### config.mk
export PLATFORM = sky130hd
export DESIGN_NAME = petri_transition_enable_check
export DESIGN_NICKNAME = d
export VERILOG_FILES = /design/src/design/pte_pkg.sv /design/src/design/petri_transition_enable_check.sv
export VERILOG_INCLUDE_DIRS = /design/src /design/src/design
export SDC_FILE = /design/constraint.sdc
export NUM_CORES = 2
export LEC_CHECK = 0
export BUFFER_PORTS_ARGS = -buffer_cell sky130_fd_sc_hd__buf_2
export CAP_MARGIN = 20
export CORE_MARGIN = 8
export CORE_UTILIZATION = 49
export DETAILED_ROUTE_END_ITERATION = 8
export GPL_TIMING_DRIVEN = 0
export SYNTH_ARGS = -nofsm -noshare
export SYNTH_HDL_FRONTEND = slang
export SYNTH_SLANG_ARGS = --single-unit
### constraint.sdc
create_clock -name clk -period 5.3 [get_ports clk]
set_input_delay 0.265 -clock clk [delete_from_list [all_inputs] [get_ports clk]]
set_output_delay 0.265 -clock clk [all_outputs]
set_load 0.02 [all_outputs]
### src/design/petri_transition_enable_check_macros.svh
// Assertion macros for the transition enable check
`ifndef PETRI_TRANSITION_ENABLE_CHECK_MACROS_SVH
`define PETRI_TRANSITION_ENABLE_CHECK_MACROS_SVH

`ifndef SYNTHESIS
`define PTE_ASSERT_NOW(label, clk, rst_n, ante, cons) \
	label: assert property (@(posedge clk) disable iff (!(rst_n)) (ante) |-> (cons)) \
		else $error("assertion failed");
`define PTE_ASSERT_NEXT(label, clk, rst_n, ante, cons) \
	label: assert property (@(posedge clk) disable iff (!(rst_n)) (ante) |=> (cons)) \
		else $error("assertion failed");
`else
`define PTE_ASSERT_NOW(label, clk, rst_n, ante, cons)
`define PTE_ASSERT_NEXT(label, clk, rst_n, ante, cons)
`endif

`endif

### src/design/pte_pkg.sv
package pte_pkg;

	localparam int TOKEN_DEPTH    = 64;
	localparam int REQUIRED_DEPTH = 32;

	localparam int TOK_AW  = (TOKEN_DEPTH > 1) ? $clog2(TOKEN_DEPTH) : 1;
	localparam int REQ_AW  = (REQUIRED_DEPTH > 1) ? $clog2(REQUIRED_DEPTH) : 1;
	localparam int TOK_CW  = $clog2(TOKEN_DEPTH + 1);
	localparam int REQ_CW  = $clog2(REQUIRED_DEPTH + 1);
	localparam int SCAN_CW = (TOK_CW > REQ_CW) ? TOK_CW : REQ_CW;

	localparam int PLACE_W = 10;
	localparam int COLOR_W = 8;
	localparam int KEY_W   = PLACE_W + COLOR_W;

	typedef logic [KEY_W-1:0] key_t;

	typedef enum logic [1:0] {
		KIND_TOKEN = 2'd0,
		KIND_REQ   = 2'd1,
		KIND_EVAL  = 2'd2,
		KIND_NONE  = 2'd3
	} kind_t;

endpackage

### src/design/petri_transition_enable_check.sv
// channel   signals                      handshake
// -------   --------------------------   -------------------------------
// item in   kind, place, color           start high while busy low
// result    fireable, overflow           done high for one cycle
//
// A load (token or required entry) is written while idle; busy stays low.
// Evaluate with no required entries: result in the cycle after acceptance.
// Evaluate otherwise: busy while each of R required entries is scanned to N, the
// larger of the two fills; each store has one read port, walked once per entry.
// Reset clears the fill counts and the drop flag; store contents need none.
// The receiver cannot stall; done lasts one cycle and a new item may enter then.
`include "petri_transition_enable_check_macros.svh"

module petri_transition_enable_check import pte_pkg::*; (
	input  logic                clk,
	input  logic                arst_n,
	input  logic                start,
	output logic                busy,
	input  logic [1:0]          kind,
	input  logic [PLACE_W-1:0]  place,
	input  logic [COLOR_W-1:0]  color,
	output logic                done,
	output logic                fireable,
	output logic                overflow
);

	typedef enum logic [2:0] {
		ST_IDLE,
		ST_KEY,
		ST_KEYW,
		ST_SCAN,
		ST_DRAIN,
		ST_CHECK,
		ST_DONE
	} state_t;

	state_t state_q;

	key_t tok_mem [TOKEN_DEPTH];
	key_t req_mem [REQUIRED_DEPTH];
	key_t tok_rd_q;
	key_t req_rd_q;

	logic [TOK_CW-1:0]  tc_q;
	logic [REQ_CW-1:0]  rc_q;
	logic               ovf_q;
	logic [REQ_CW-1:0]  i_q;
	logic [SCAN_CW-1:0] j_q;
	key_t               key_q;
	logic [REQ_CW-1:0]  need_q;
	logic [TOK_CW-1:0]  have_q;
	logic               fail_q;
	logic               vld_s1;
	logic               vreq_s1;
	logic               vtok_s1;
	logic               done_q;
	logic               fire_q;
	logic               ovf_out_q;

	logic               accept;
	kind_t              kind_in;
	key_t               key_in;
	logic               tok_we;
	logic               req_we;
	logic [REQ_AW-1:0]  req_raddr;
	logic [TOK_AW-1:0]  tok_raddr;
	logic [SCAN_CW-1:0] scan_last;

	assign accept  = start && !busy;
	assign kind_in = kind_t'(kind);
	assign key_in  = {place, color};
	assign busy    = (state_q != ST_IDLE);
	assign tok_we  = accept && (kind_in == KIND_TOKEN) && (tc_q != TOK_CW'(TOKEN_DEPTH));
	assign req_we  = accept && (kind_in == KIND_REQ) && (rc_q != REQ_CW'(REQUIRED_DEPTH));

	assign scan_last = ((SCAN_CW'(tc_q) > SCAN_CW'(rc_q)) ? SCAN_CW'(tc_q) : SCAN_CW'(rc_q))
		- SCAN_CW'(1);

	assign req_raddr = (state_q == ST_SCAN) ? j_q[REQ_AW-1:0] : i_q[REQ_AW-1:0];
	assign tok_raddr = j_q[TOK_AW-1:0];

	assign done     = done_q;
	assign fireable = fire_q;
	assign overflow = ovf_out_q;

	always_ff @(posedge clk) begin
		if (tok_we) begin
			tok_mem[tc_q[TOK_AW-1:0]] <= key_in;
		end
		if (req_we) begin
			req_mem[rc_q[REQ_AW-1:0]] <= key_in;
		end
		tok_rd_q <= tok_mem[tok_raddr];
		req_rd_q <= req_mem[req_raddr];
	end

	always_ff @(posedge clk or negedge arst_n) begin
		if (!arst_n) begin
			state_q   <= ST_IDLE;
			tc_q      <= '0;
			rc_q      <= '0;
			ovf_q     <= 1'b0;
			i_q       <= '0;
			j_q       <= '0;
			key_q     <= '0;
			need_q    <= '0;
			have_q    <= '0;
			fail_q    <= 1'b0;
			vld_s1    <= 1'b0;
			vreq_s1   <= 1'b0;
			vtok_s1   <= 1'b0;
			done_q    <= 1'b0;
			fire_q    <= 1'b0;
			ovf_out_q <= 1'b0;
		end else begin
			done_q <= 1'b0;
			if (vld_s1) begin
				if (vreq_s1 && (req_rd_q == key_q)) begin
					need_q <= need_q + REQ_CW'(1);
				end
				if (vtok_s1 && (tok_rd_q == key_q)) begin
					have_q <= have_q + TOK_CW'(1);
				end
			end
			case (state_q)
				ST_IDLE: begin
					vld_s1 <= 1'b0;
					if (accept) begin
						case (kind_in)
							KIND_TOKEN: begin
								if (tok_we) begin
									tc_q <= tc_q + TOK_CW'(1);
								end else begin
									ovf_q <= 1'b1;
								end
							end
							KIND_REQ: begin
								if (req_we) begin
									rc_q <= rc_q + REQ_CW'(1);
								end else begin
									ovf_q <= 1'b1;
								end
							end
							KIND_EVAL: begin
								if (rc_q == '0) begin
									done_q    <= 1'b1;
									fire_q    <= 1'b0;
									ovf_out_q <= ovf_q;
									tc_q      <= '0;
									ovf_q     <= 1'b0;
								end else begin
									i_q     <= '0;
									fail_q  <= 1'b0;
									state_q <= ST_KEY;
								end
							end
							default: begin
							end
						endcase
					end
				end
				ST_KEY: begin
					state_q <= ST_KEYW;
				end
				ST_KEYW: begin
					key_q   <= req_rd_q;
					j_q     <= '0;
					need_q  <= '0;
					have_q  <= '0;
					state_q <= ST_SCAN;
				end
				ST_SCAN: begin
					vld_s1  <= 1'b1;
					vreq_s1 <= (j_q < SCAN_CW'(rc_q));
					vtok_s1 <= (j_q < SCAN_CW'(tc_q));
					j_q     <= j_q + SCAN_CW'(1);
					if (j_q == scan_last) begin
						state_q <= ST_DRAIN;
					end
				end
				ST_DRAIN: begin
					vld_s1  <= 1'b0;
					state_q <= ST_CHECK;
				end
				ST_CHECK: begin
					if (SCAN_CW'(have_q) < SCAN_CW'(need_q)) begin
						fail_q <= 1'b1;
					end
					if (i_q == rc_q - REQ_CW'(1)) begin
						state_q <= ST_DONE;
					end else begin
						i_q     <= i_q + REQ_CW'(1);
						state_q <= ST_KEY;
					end
				end
				ST_DONE: begin
					done_q    <= 1'b1;
					fire_q    <= !fail_q;
					ovf_out_q <= ovf_q;
					tc_q      <= '0;
					rc_q      <= '0;
					ovf_q     <= 1'b0;
					state_q   <= ST_IDLE;
				end
				default: begin
					state_q <= ST_IDLE;
				end
			endcase
		end
	end

	`PTE_ASSERT_NEXT(a_done_follows, clk, arst_n, state_q == ST_DONE, done_q && state_q == ST_IDLE)
	`PTE_ASSERT_NOW(a_done_cleared, clk, arst_n, done_q, tc_q == '0 && !ovf_q && state_q == ST_IDLE)
	`PTE_ASSERT_NEXT(a_empty_req, clk, arst_n,
		accept && kind_in == KIND_EVAL && rc_q == '0, done_q && !fire_q)
	`PTE_ASSERT_NOW(a_scan_nonempty, clk, arst_n, state_q == ST_SCAN, rc_q != '0)
	`PTE_ASSERT_NOW(a_check_drained, clk, arst_n, state_q == ST_CHECK, !vld_s1)

endmodule

==> results.toml <==
[synth]
synth_edf_count = 1728
synthAdderAreaFrac_pct = 0.596
synth-main-ff-cell = "edfxtp_1"
yosys_warnings = 0
avgSynthCellArea_sq_um = 21.5
synth_cell_types = 58
synth_nets = 3373
synthMuxAreaShare_pct = 17.0
synth_cells = 3316
async_reset_ff_share_pct = 3.71
yosys.area_share.simple_pct = 3.34
yosys_register_bits = 1832
synth_compound_area_share_pct = 0.782
synth_xor_area_share_pct = 0.965
synth_seq_area_share_pct = 76.1
synth_top_family_by_area = "multiplexers"
syn-cell-area_sq_um = 71300

[critical_path]
crit_required_ns = 5.80
cp-end-kind = "register"
cp_max_fo = 11
reg2reg_from = "tc_q[4]$_DFFE_PN0P_"
cp_top_family = "simple AND/OR/NAND/NOR gates"
critical_path_buf_inv_count = 3
start_kind = "register"
critPathKind = "reg2reg"
slowest_stage = "nor2_2"
crit_top_cell = "clkbuf_1"
critPathMaxStageDelay_ns = 0.87
worstPathCellList = "clkbuf_1 -> or3_1 -> clkbuf_1 -> nor3_1 -> nor4_1 -> and2_1 -> nand3_1 -> nor2_2 -> buf_8"
critical_path_arrival_ns = 5.69
crit_start = "tc_q[4]$_DFFE_PN0P_"

[global_routing]
grt_use_total_pct = 22.3
grt_pass1_wl_um = 253000
antenna_found_initial = 8
grt_max_degree = 81
grt_pass1_vias = 35100
grt_overflow = 0

[sta]
slew_viol_final = 0
fmax_mhz = 192
finalCriticalPeriod_ns = 5.20
rsz0062_at_grt = "false"
worst_pin_slew_ns = 1.16
fin_tns_setup_ns = 0
finalWorstSetupSlack_ns = 0.104
relSlewSlack_pct = 22.7
skew_ns = 0.0326
period_share_pct = 98.0
setup-violations-final = 0
finalHoldViolCount = 0

[hold_path]
hp-start = "start"
hold_class = "in2reg"

[layout]
final_nets = 3727
fill_cells = 10600
fin_util_pct = 56.9
flow.area_growth_from_synthesis_pct = 15.6
drive_above_1_share_pct = 28.9

[place]
post-place-ws_ns = 0.305
place_congestion = 0.927
port_buffers = 26
hpwlAfterDp_um = 120000

[outcome]
status = "completed"

[routing]
vias_per_cell = 6.07
drt-total-wl_um = 177000
wl_per_cell_um = 30.8
drtIter0Drc = 3679
drcViolationCount = 0
antenna_left = 0
firstDrtPassIters = 6
vias = 34800

[clock_tree]
clkLatencyLatePin_ns = 0.81
cts_resized = 0
clock-sinks = 1832
clk_pin_slew_ns = 0.06
ctsLongestPathBuffers = 3
cts_buffers = 184
htreeDepth = 4
root_buffer = "clkbuf_16"
cts_tree = "done"

[power]
ir_drop_mv = 0.315
power.leakage_nw = 26.3
power.density_nw_per_um2 = 505

[floorplan]
dieArea_sq_um = 158000
io_pins = 27
die_w_um = 398
core_sq_um = 145000
rows = 140
die_h_um = 398
start_util_pct = 49.2

[job]
drv_cap = 0
cell type report:
cell class / count / area, sq um / area share, %
Clock buffer: 235 / 4890 / 5.93
Sequential cell: 1832 / 54300 / 65.8
Inverter: 27 / 101 / 0.123
Timing Repair Buffer: 168 / 2540 / 3.07
Tap cell: 1917 / 2400 / 2.91
Clock inverter: 99 / 1080 / 1.31
Multi-Input combinational cell: 1296 / 16400 / 19.9
Antenna cell: 5 / 12.5 / 0.0152
Buffer: 161 / 739 / 0.896
worst min-delay path: cells and delay by family:
family                 cells  cell delay (ns)
buffers and inverters      1             0.18
and+or+nand+nor            4             0.47
Yosys cell counts, drive strengths merged (4+ instances only):
cell type  number  share of area, %
nand3         127              0.89
nand4          11             0.096
mux2i          13              0.19
nor2          146              0.77
dfxtp          36               1.0
a21o           11              0.12
xnor2          58              0.71
clkbuf         86              0.45
or3             6             0.053
ha             34              0.60
inv            26              0.14
buf            75              0.58
nor3           20              0.14
nand2         196               1.0
mux2           22              0.35
o21ai          35              0.25
nor2b           5             0.044
a22o            6             0.074
a21oi          16              0.11
edfxtp       1728                73
dfrtp          68               2.4
xor2           18              0.22
mux4          522                16
nor4            6             0.074
nand3b          4             0.042
nand2b          5             0.044
sequential cells by signal (all words and copies together) (netlist names):
name,cells
have_q,7
need_q,6
key_q,18
fail_q,1
vreq_s1,1
tok_mem,1152
vtok_s1,1
overflow,1
fireable,1
vld_s1,1
tc_q,7
state_q,3
req_mem,576
ovf_q,1
tok_rd_q,18
req_rd_q,18
done,1
rc_q,6
j_q,7
i_q,6
placed cells by master (no fill, tap or decap), drive strengths merged, types with 13 or more instances in the layout:
cell type,instances
dfxtp,36
mux2,22
bufinv,19
a21oi,16
nand2,196
nor2,146
nor3,20
mux2i,13
nand3,127
dfrtp,68
edfxtp,1728
clkbuf,321
buf,221
xnor2,58
mux4,522
ha,34
dlygate4sd3,22
o21ai,35
inv,32
clkinv,70
xor2,18
metrics by stage:
stage	total power [W]	std cells	hold WS (ns)	area, sq um
final	0.0417	5740	0.165	82500
after global routing	0.0430	5735	0.193	82500
after CTS	0.0420	5733	0.0807	82500
after global placement	0.0290	5259	0.468	73900
after detailed placement	0.0292	5377	0.435	76300
after floorplan	0.0244	3316	-0.0306	71300
report_power, final:
part / total, W / leakage, nW / internal (W) / switching [W]
sequential: 0.0164 / 16.7 / 0.0161 / 0.000270
combinational: 0.0125 / 6.78 / 0.00538 / 0.00710
clock: 0.0128 / 2.89 / 0.00745 / 0.00538
cells by family (layout without fill, tap and decap cells):
| logic type | after synthesis | after routing |
|---|---|---|
| other cells | 0 | 5 |
| mux | 557 | 557 |
| compound gates | 87 | 87 |
| fa+ha+maj | 34 | 34 |
| simple gates | 541 | 541 |
| xor+xnor | 77 | 77 |
| buf+inv | 188 | 690 |
| flops | 1832 | 1832 |
final timing paths:
path	endpoint	slack, ns	cells past startpoint
setup / recovery	tok_mem[39][9]$_DFFE_PP_	0.10	9
hold / removal	ovf_q$_DFFE_PN0P_	0.17	5
setup reg to reg	tok_mem[39][9]$_DFFE_PP_	0.10	9
hold reg to reg	fireable$_DFFE_PN0P_	0.48	1
max in group asynchronous	fireable$_DFFE_PN0P_	4.43	2
min in group asynchronous	key_q[13]$_DFFE_PN0N_	0.23	2
metal layers:
metal | track usage, % | vias to the layer above | share of wire [%]
met5 | 0 | - | 0
met4 | 8.07 | 0 | 3.9
met3 | 3.22 | 304 | 6.1
met2 | 36.9 | 1470 | 50
met1 | 30.6 | 18600 | 40
li1 | - | 14400 | -
what timing repair did:
item	4_1_cts	5_1_grt
setup buffers	0	0
hold buffers	22	0
endpoints found under the hold margin	554	0
Note: power is estimated with default switching activity, not from simulation.
